$ cat src/hdl/esest_pkg.sv
// Shared types and constants of the encoder speed estimator.
`timescale 1ns / 1ps
`default_nettype none

package esest_pkg;

	localparam int TIME_W  = 32;
	localparam int CNT_W   = 16;
	localparam int CPR_W   = 16;
	localparam int TRV_W   = 32;
	localparam int SPD_W   = 48;
	localparam int ROUTE_W = 64;
	localparam int DIST_W  = 64;
	localparam int CFG_IDX_W  = 2;
	localparam int CFG_DATA_W = 32;

	// shared divider: dividend is left-aligned, quotient comes out right-aligned
	localparam int DIV_W  = 74;
	localparam int DVS_W  = 32;
	localparam int STEP_W = 7;

	localparam logic [STEP_W-1:0] STEPS_DIST  = STEP_W'(64);
	localparam logic [STEP_W-1:0] STEPS_SPEED = STEP_W'(74);
	localparam logic [STEP_W-1:0] STEPS_ACCEL = STEP_W'(59);
	localparam int ACCEL_ALIGN = DIV_W - 59;

	localparam logic [SPD_W-1:0] POS_LIM = 48'h7FFF_FFFF_FFFF;
	localparam logic [SPD_W-1:0] NEG_LIM = 48'h8000_0000_0000;

	localparam logic [CFG_IDX_W-1:0] REG_COUNTS_PER_REV = 2'd0;
	localparam logic [CFG_IDX_W-1:0] REG_TRAVEL_PER_REV = 2'd1;
	localparam logic [CFG_IDX_W-1:0] REG_REVERSE_DIR    = 2'd2;

	typedef enum logic [3:0] {
		ST_IDLE,
		ST_PREP,
		ST_MUL,
		ST_DIV_DIST,
		ST_LOAD_SPEED,
		ST_DIV_SPEED,
		ST_DIFF,
		ST_LOAD_ACCEL,
		ST_DIV_ACCEL,
		ST_EMIT
	} state_t;

	typedef struct packed {
		logic              start;
		logic [STEP_W-1:0] steps;
	} div_req_t;

	typedef struct packed {
		logic busy;
		logic done;
	} div_stat_t;

	// x * 1000 as shifts and subtracts (1024 - 16 - 8)
	function automatic logic [DIV_W-1:0] times_k(input logic [DIV_W-1:0] x);
		return (x << 10) - (x << 4) - (x << 3);
	endfunction

endpackage

`default_nettype wire

$ cat src/hdl/esest_div.sv
// Shared restoring divider, one quotient bit per cycle.
`timescale 1ns / 1ps
`default_nettype none

module esest_div (
	input  logic                             clk,
	input  logic                             arst_n,
	input  esest_pkg::div_req_t              req,
	input  logic [esest_pkg::DIV_W-1:0]      dividend,
	input  logic [esest_pkg::DVS_W-1:0]      divisor,
	output esest_pkg::div_stat_t             stat,
	output logic [esest_pkg::DIV_W-1:0]      quotient
);
	import esest_pkg::*;

	logic              busy_q;
	logic              done_q;
	logic [STEP_W-1:0] cnt_q;
	logic [DVS_W-1:0]  rem_q;
	logic [DVS_W-1:0]  dvs_q;
	logic [DIV_W-1:0]  quo_q;

	logic [DVS_W:0]    shifted;
	logic [DVS_W+1:0]  trial;
	logic              q_bit;
	logic [DVS_W-1:0]  rem_nxt;

	always_comb begin
		shifted = {rem_q, quo_q[DIV_W-1]};
		trial   = {1'b0, shifted} - {2'b00, dvs_q};
		q_bit   = ~trial[DVS_W+1];
		rem_nxt = q_bit ? trial[DVS_W-1:0] : shifted[DVS_W-1:0];
	end

	always_ff @(posedge clk or negedge arst_n) begin
		if (!arst_n) begin
			busy_q <= 1'b0;
			done_q <= 1'b0;
			cnt_q  <= '0;
		end else begin
			done_q <= 1'b0;
			if (req.start) begin
				busy_q <= 1'b1;
				cnt_q  <= req.steps;
			end else if (busy_q) begin
				cnt_q <= cnt_q - STEP_W'(1);
				if (cnt_q == STEP_W'(1)) begin
					busy_q <= 1'b0;
					done_q <= 1'b1;
				end
			end
		end
	end

	always_ff @(posedge clk) begin
		if (req.start) begin
			rem_q <= '0;
			dvs_q <= divisor;
			quo_q <= dividend;
		end else if (busy_q) begin
			rem_q <= rem_nxt;
			quo_q <= {quo_q[DIV_W-2:0], q_bit};
		end
	end

	assign stat.busy = busy_q;
	assign stat.done = done_q;
	assign quotient  = quo_q;

endmodule

`default_nettype wire

$ cat config.mk
export PLATFORM = sky130hd
export DESIGN_NAME = esest_div
export DESIGN_NICKNAME = d
export VERILOG_FILES = /design/src/hdl/esest_pkg.sv /design/src/hdl/esest_div.sv
export SDC_FILE = /design/constraint.sdc
export NUM_CORES = 1
export LEC_CHECK = 0
export BUFFER_PORTS_ARGS = -buffer_cell sky130_fd_sc_hd__buf_4
export CORE_ASPECT_RATIO = 0.7
export CORE_MARGIN = 1.5
export CORE_UTILIZATION = 42
export DETAILED_ROUTE_END_ITERATION = 7
export PLACE_DENSITY_LB_ADDON = 0.12
export SLEW_MARGIN = 40
export SYNTH_ARGS = -nofsm -noshare
export SYNTH_HDL_FRONTEND = slang
export SYNTH_SLANG_ARGS = --single-unit
$ cat constraint.sdc
create_clock -name clk -period 3.4 [get_ports clk]
set_input_delay 1.02 -clock clk [delete_from_list [all_inputs] [get_ports clk]]
set_output_delay 1.02 -clock clk [all_outputs]
set_load 0.1 [all_outputs]
# After elaboration in Yosys (flattened, before gate mapping)
# Cells that the tools add are included.
# word_totals
wordCells	22
input_bits	116
register_bits	147
output_inout_bits	76
# classes
muxes	11
n_reduce_logical	1
n_eq_ne	1
n_addsub	2
n_bitwise	1
# ops
cell	count
2-to-1 mux 74 bit	2
subtractor 33 x 32 -> 34 bit	1
2-to-1 mux 32 bit	1
2-to-1 mux 7 bit	2
== test 7 x 1 -> 1 bit (second input constant)	1
subtractor 7 x 1 -> 7 bit (second input constant)	1
2-to-1 mux 1 bit	6
nonzero test 2 bit	1
inverter 1 bit	1

# Depth between registers and ports, before layout
# depth
word_depth	4
depth_mapped	13
depth_no_buf	12

# Least setup slack after synthesis
# No wires, ideal clock.
# synth_path
path_kind	input-to-reg
startpoint	in req[7] in the netlist's numbering
endpoint	reg quo_q[0] (netlist: quotient[0]), enable pin
setup_time_ns	0.428
arrival_ns	3.076
setup_slack_ns	-0.104
cell_stages	4
n_path_buf	2
cell_sequence	clkbuf_1 nor2_1 clkbuf_1 inv_1
# synth_via
elab_chain_cells	1
# synth_rtl
item	line_no	rtl
from (decl)	esest_div.sv:8	input esest_pkg::div_req_t req,
nonzero test 2 bit (no source line)	-	
to (signal assigned)	esest_div.sv:59	quo_q <= dividend;
to (signal assigned)	esest_div.sv:62	quo_q <= {quo_q[DIV_W-2:0], q_bit};
to (decl)	esest_div.sv:21	logic [DIV_W-1:0] quo_q;
# No other way between the ends.
# A chain may end at the register's enable or synchronous reset.

# Worst setup path after layout
# layout_path
startpoint	reg quo_q[73] (netlist: quotient[73])
endpoint	reg rem_q[30]
# layout_via
elab_chain_cells	2
# layout_rtl
item	line_no	rtl
subtractor 33 x 32 -> 34 bit	esest_div.sv:30	trial = {1'b0, shifted} - {2'b00, dvs_q};
2-to-1 mux 32 bit	esest_div.sv:32	rem_nxt = q_bit ? trial[DVS_W-1:0] : shifted[DVS_W-1:0];
to (signal assigned)	esest_div.sv:61	rem_q <= rem_nxt;
to (decl)	esest_div.sv:19	logic [DVS_W-1:0] rem_q;
# No other way between the ends.

==> impl_metrics.toml <==
[timing]
setup_tns_ps = 0
fmax_mhz = 317
worst_slack_ps = 246
finalHoldViolCount = 0
worst_pin_slew_ps = 709
finalCriticalPeriod_ps = 3150
relSlewSlack_pct = 52.6
clock_skew_ps = 12.6
finalCritPeriodShare_pct = 92.8
slew_viol_final = 0
rsz0062_at_grt = "false"
setup_violations = 0

[worst_setup_path]
crit_required_ps = 3690
ff2ff_setup_slack_ps = 250
crit_top_cell = "inv_1"
reg2reg_from = "quotient[73]$_DFFE_PP_"
cp_top_family = "compound AO/OA/AOI/OAI gates"
crit_chain = "inv_1, ha_1, inv_1, fa_1, a21o_1, a221oi_2, o221a_4, o41a_2, a21oi_1, a221oi_1, xor2_1, o221ai_1"
crit_buf_inv = 2
cp_slowest_cell = "edfxtp_1"
cp-end-kind = "flop"
crit_fanout = 6
cp.arrival_ps = 3440
crit_type = "reg2reg"
worst-r2r-cell-count = 12
r2r_end = "rem_q[30]$_SDFFE_PP0P_"
worst_setup_path_start_kind = "flop"
critPathMaxStageDelay_ps = 410

[floorplan]
io_pins = 192
core-area_mm2 = 0.0181
num_rows = 41
start_util_pct = 43.2
fp.dieH_um = 117
dieArea_mm2 = 0.0195
die_w_um = 166

[yosys]
syn_inst = 666
synth_cell_type_count = 63
synth_edf_count = 106
synth_common_cells = "edfxtp_1 (106), mux2_2 (74), nand2_1 (43), inv_1 (41)"
netlist.area_leader.share_pct = 40.7
yosysMostFrequentCell = "edfxtp_1"
synth_nets = 817
ys_seq_area_share_pct = 51.8
netlist_area_mm2 = 0.00782
async_flop_share_pct = 6.12
synth-seq-cells = 147
yosysTopAreaCell = "edfxtp_1"
yosysWarnings = 0
syn_area_per_cell_um2 = 11.7
synthFlopType = "edfxtp_1"
synthTopCellsByArea = "edfxtp_1 (41%), mux2_2 (11%), dfxtp_1 (8.2%), ha_1 (5.4%), mux2i_1 (2.9%)"

[cells_and_area]
final_cell_count_no_fill = 1094
area_growth_pct = 28.5
fin_util_pct = 55.5
nets = 996
nFillCells = 1566
diodes = 0
layout-drive-gt1-share_pct = 37.3

[drt]
wl_per_cell_um = 17.3
drt_wl_total_mm = 18.9
first_pass_iters = 5
vias = 5745
drc = 0
ant_nets = 0
initialDrtViolationCount = 418
drt-vias-per-instance = 5.25

[clocking]
cts_buffer_depth = 2
post-cts-setup-buffers = 0
cts_hold_buf = 0
cts-resized-gates = 0
tritoncts = "yes"
numCtsBuffers = 17
cts_root_buf = "clkbuf_16"
path_clk_slew_ps = 70
clk_latency_ps = 420
htreeDepth = 4
clock_sinks = 147

[grt]
antenna_found_initial = 0
track_usage_pct = 20.0
grt_first_pass_wirelength_mm = 30.3
grt_pass1_vias = 5786
grt_start_max_net_pins = 75
grt-ovfl-total = 0

[job]
drv_cap = 0

[power_and_ir_drop]
share_comb_of_total_power_pct = 42.8
clock_power_share_pct = 25.0
internal_power_mw = 4.55
p_per_area_mw_per_mm2 = 766
leakagePower_nw = 4.27
peakVddDrop_mv = 0.347
p_sw_mw = 3.15
swShare_pct = 40.9
power_frac_seq_pct = 32.2

[placed_design]
numPortBuffers = 191
place_hpwl_mm = 13.5
dp_slack_ps = 283
dp_cells = 1062
routabilityCongestion = 0.899

[status]
status = "finished clean"

[worst_hold_path]
hp-class = "in2async"
-- cell type report --
| type | instances | area, µm² | area share [%] |
|---|---|---|---|
| well taps | 236 | 295 | 2.94 |
| clock inverters | 15 | 174 | 1.73 |
| inverters | 41 | 158 | 1.57 |
| flip-flops and latches | 147 | 4050 | 40.3 |
| clock buffers | 17 | 425 | 4.23 |
| repair buffers | 198 | 1520 | 15.2 |
| multi-input cells | 440 | 3430 | 34.1 |
-- kinds of logic (layout without fill, tap and decap cells) --
family                   after synthesis  after routing  synth area share, %
AO/OA/AOI/OAI                        134            134                 11.9
XOR/XNOR                              32             32                 3.58
adder cells (fa/ha/maj)               35             35                 5.69
buffers and inverters                 79            271                 4.43
flip-flops                           147            147                 51.8
multiplexers                          97             97                 13.6
AND/OR/NAND/NOR                      142            142                 9.08
-- state kept, by name (all words and copies together) (netlist names) --
name,count
busy_q,1
cnt_q,7
done_q,1
dvs_q,32
quotient,74
rem_q,32
-- worst max path at each step --
stage,from,slack [ps],cells past startpoint,end
final,quotient[73]$_DFFE_PP_,250,12,rem_q[30]$_SDFFE_PP0P_
after global routing,quotient[73]$_DFFE_PP_,9,12,rem_q[30]$_SDFFE_PP0P_
after CTS,quotient[73]$_DFFE_PP_,260,12,rem_q[30]$_SDFFE_PP0P_
after detailed placement,quotient[73]$_DFFE_PP_,280,12,rem_q[30]$_SDFFE_PP0P_
after global placement,quotient[73]$_DFFE_PP_,400,12,rem_q[30]$_SDFFE_PP0P_
after floorplan,quotient[73]$_DFFE_PP_,130,12,rem_q[30]$_SDFFE_PP0P_
-- power groups by stage --
stage,combinational (mW),clock (mW),sequential (mW)
finish,3.30,1.92,2.48
global route,3.52,2.03,2.53
CTS,3.28,1.96,2.48
detailed placement,3.25,0,2.51
global placement,3.21,0,2.50
floorplan,1.80,0,3.28
-- cells in the final DEF, fill, tap and decap left out, types with 9 or more instances in the layout --
master / Yosys / layout
a21o_1: 14 / 14
xnor2_1: 19 / 19
edfxtp_1: 106 / 106
a211oi_1: 16 / 16
dfrtp_1: 9 / 9
buf_4: 5 / 195
nand4_1: 9 / 9
inv_1: 41 / 40
o21ai_0: 36 / 36
a21oi_1: 24 / 24
ha_1: 34 / 34
xor2_1: 13 / 13
clkbuf_16: 0 / 17
mux2i_1: 23 / 23
nand2_1: 43 / 43
mux2_2: 74 / 74
dfxtp_1: 32 / 32
nand3_1: 12 / 12
nor2_1: 36 / 36
-- layer usage --
| layer | share of wire (%) | routed length, µm | GRT usage [%] | vias to the layer above |
|---|---|---|---|---|
| met1 | 48 | 9160 | 27.2 | 2755 |
| met2 | 44 | 8340 | 31.2 | 155 |
| met3 | 6.2 | 1170 | 5.11 | 18 |
| li1 | - | - | - | 2817 |
| met5 | 0 | 0 | 0 | - |
| met4 | 1.4 | 257 | 7.45 | 0 |
-- per-stage QoR --
step | cell area (µm²) | total power, mW | hold slack, ps
floorplan | 7830 | 5.08 | 446
global placement | 9450 | 5.71 | 462
detailed placement | 9450 | 5.76 | 475
CTS | 10100 | 7.71 | 400
global route | 10100 | 8.07 | 400
finish | 10100 | 7.70 | 415
(Power assumes the default switching activity.)
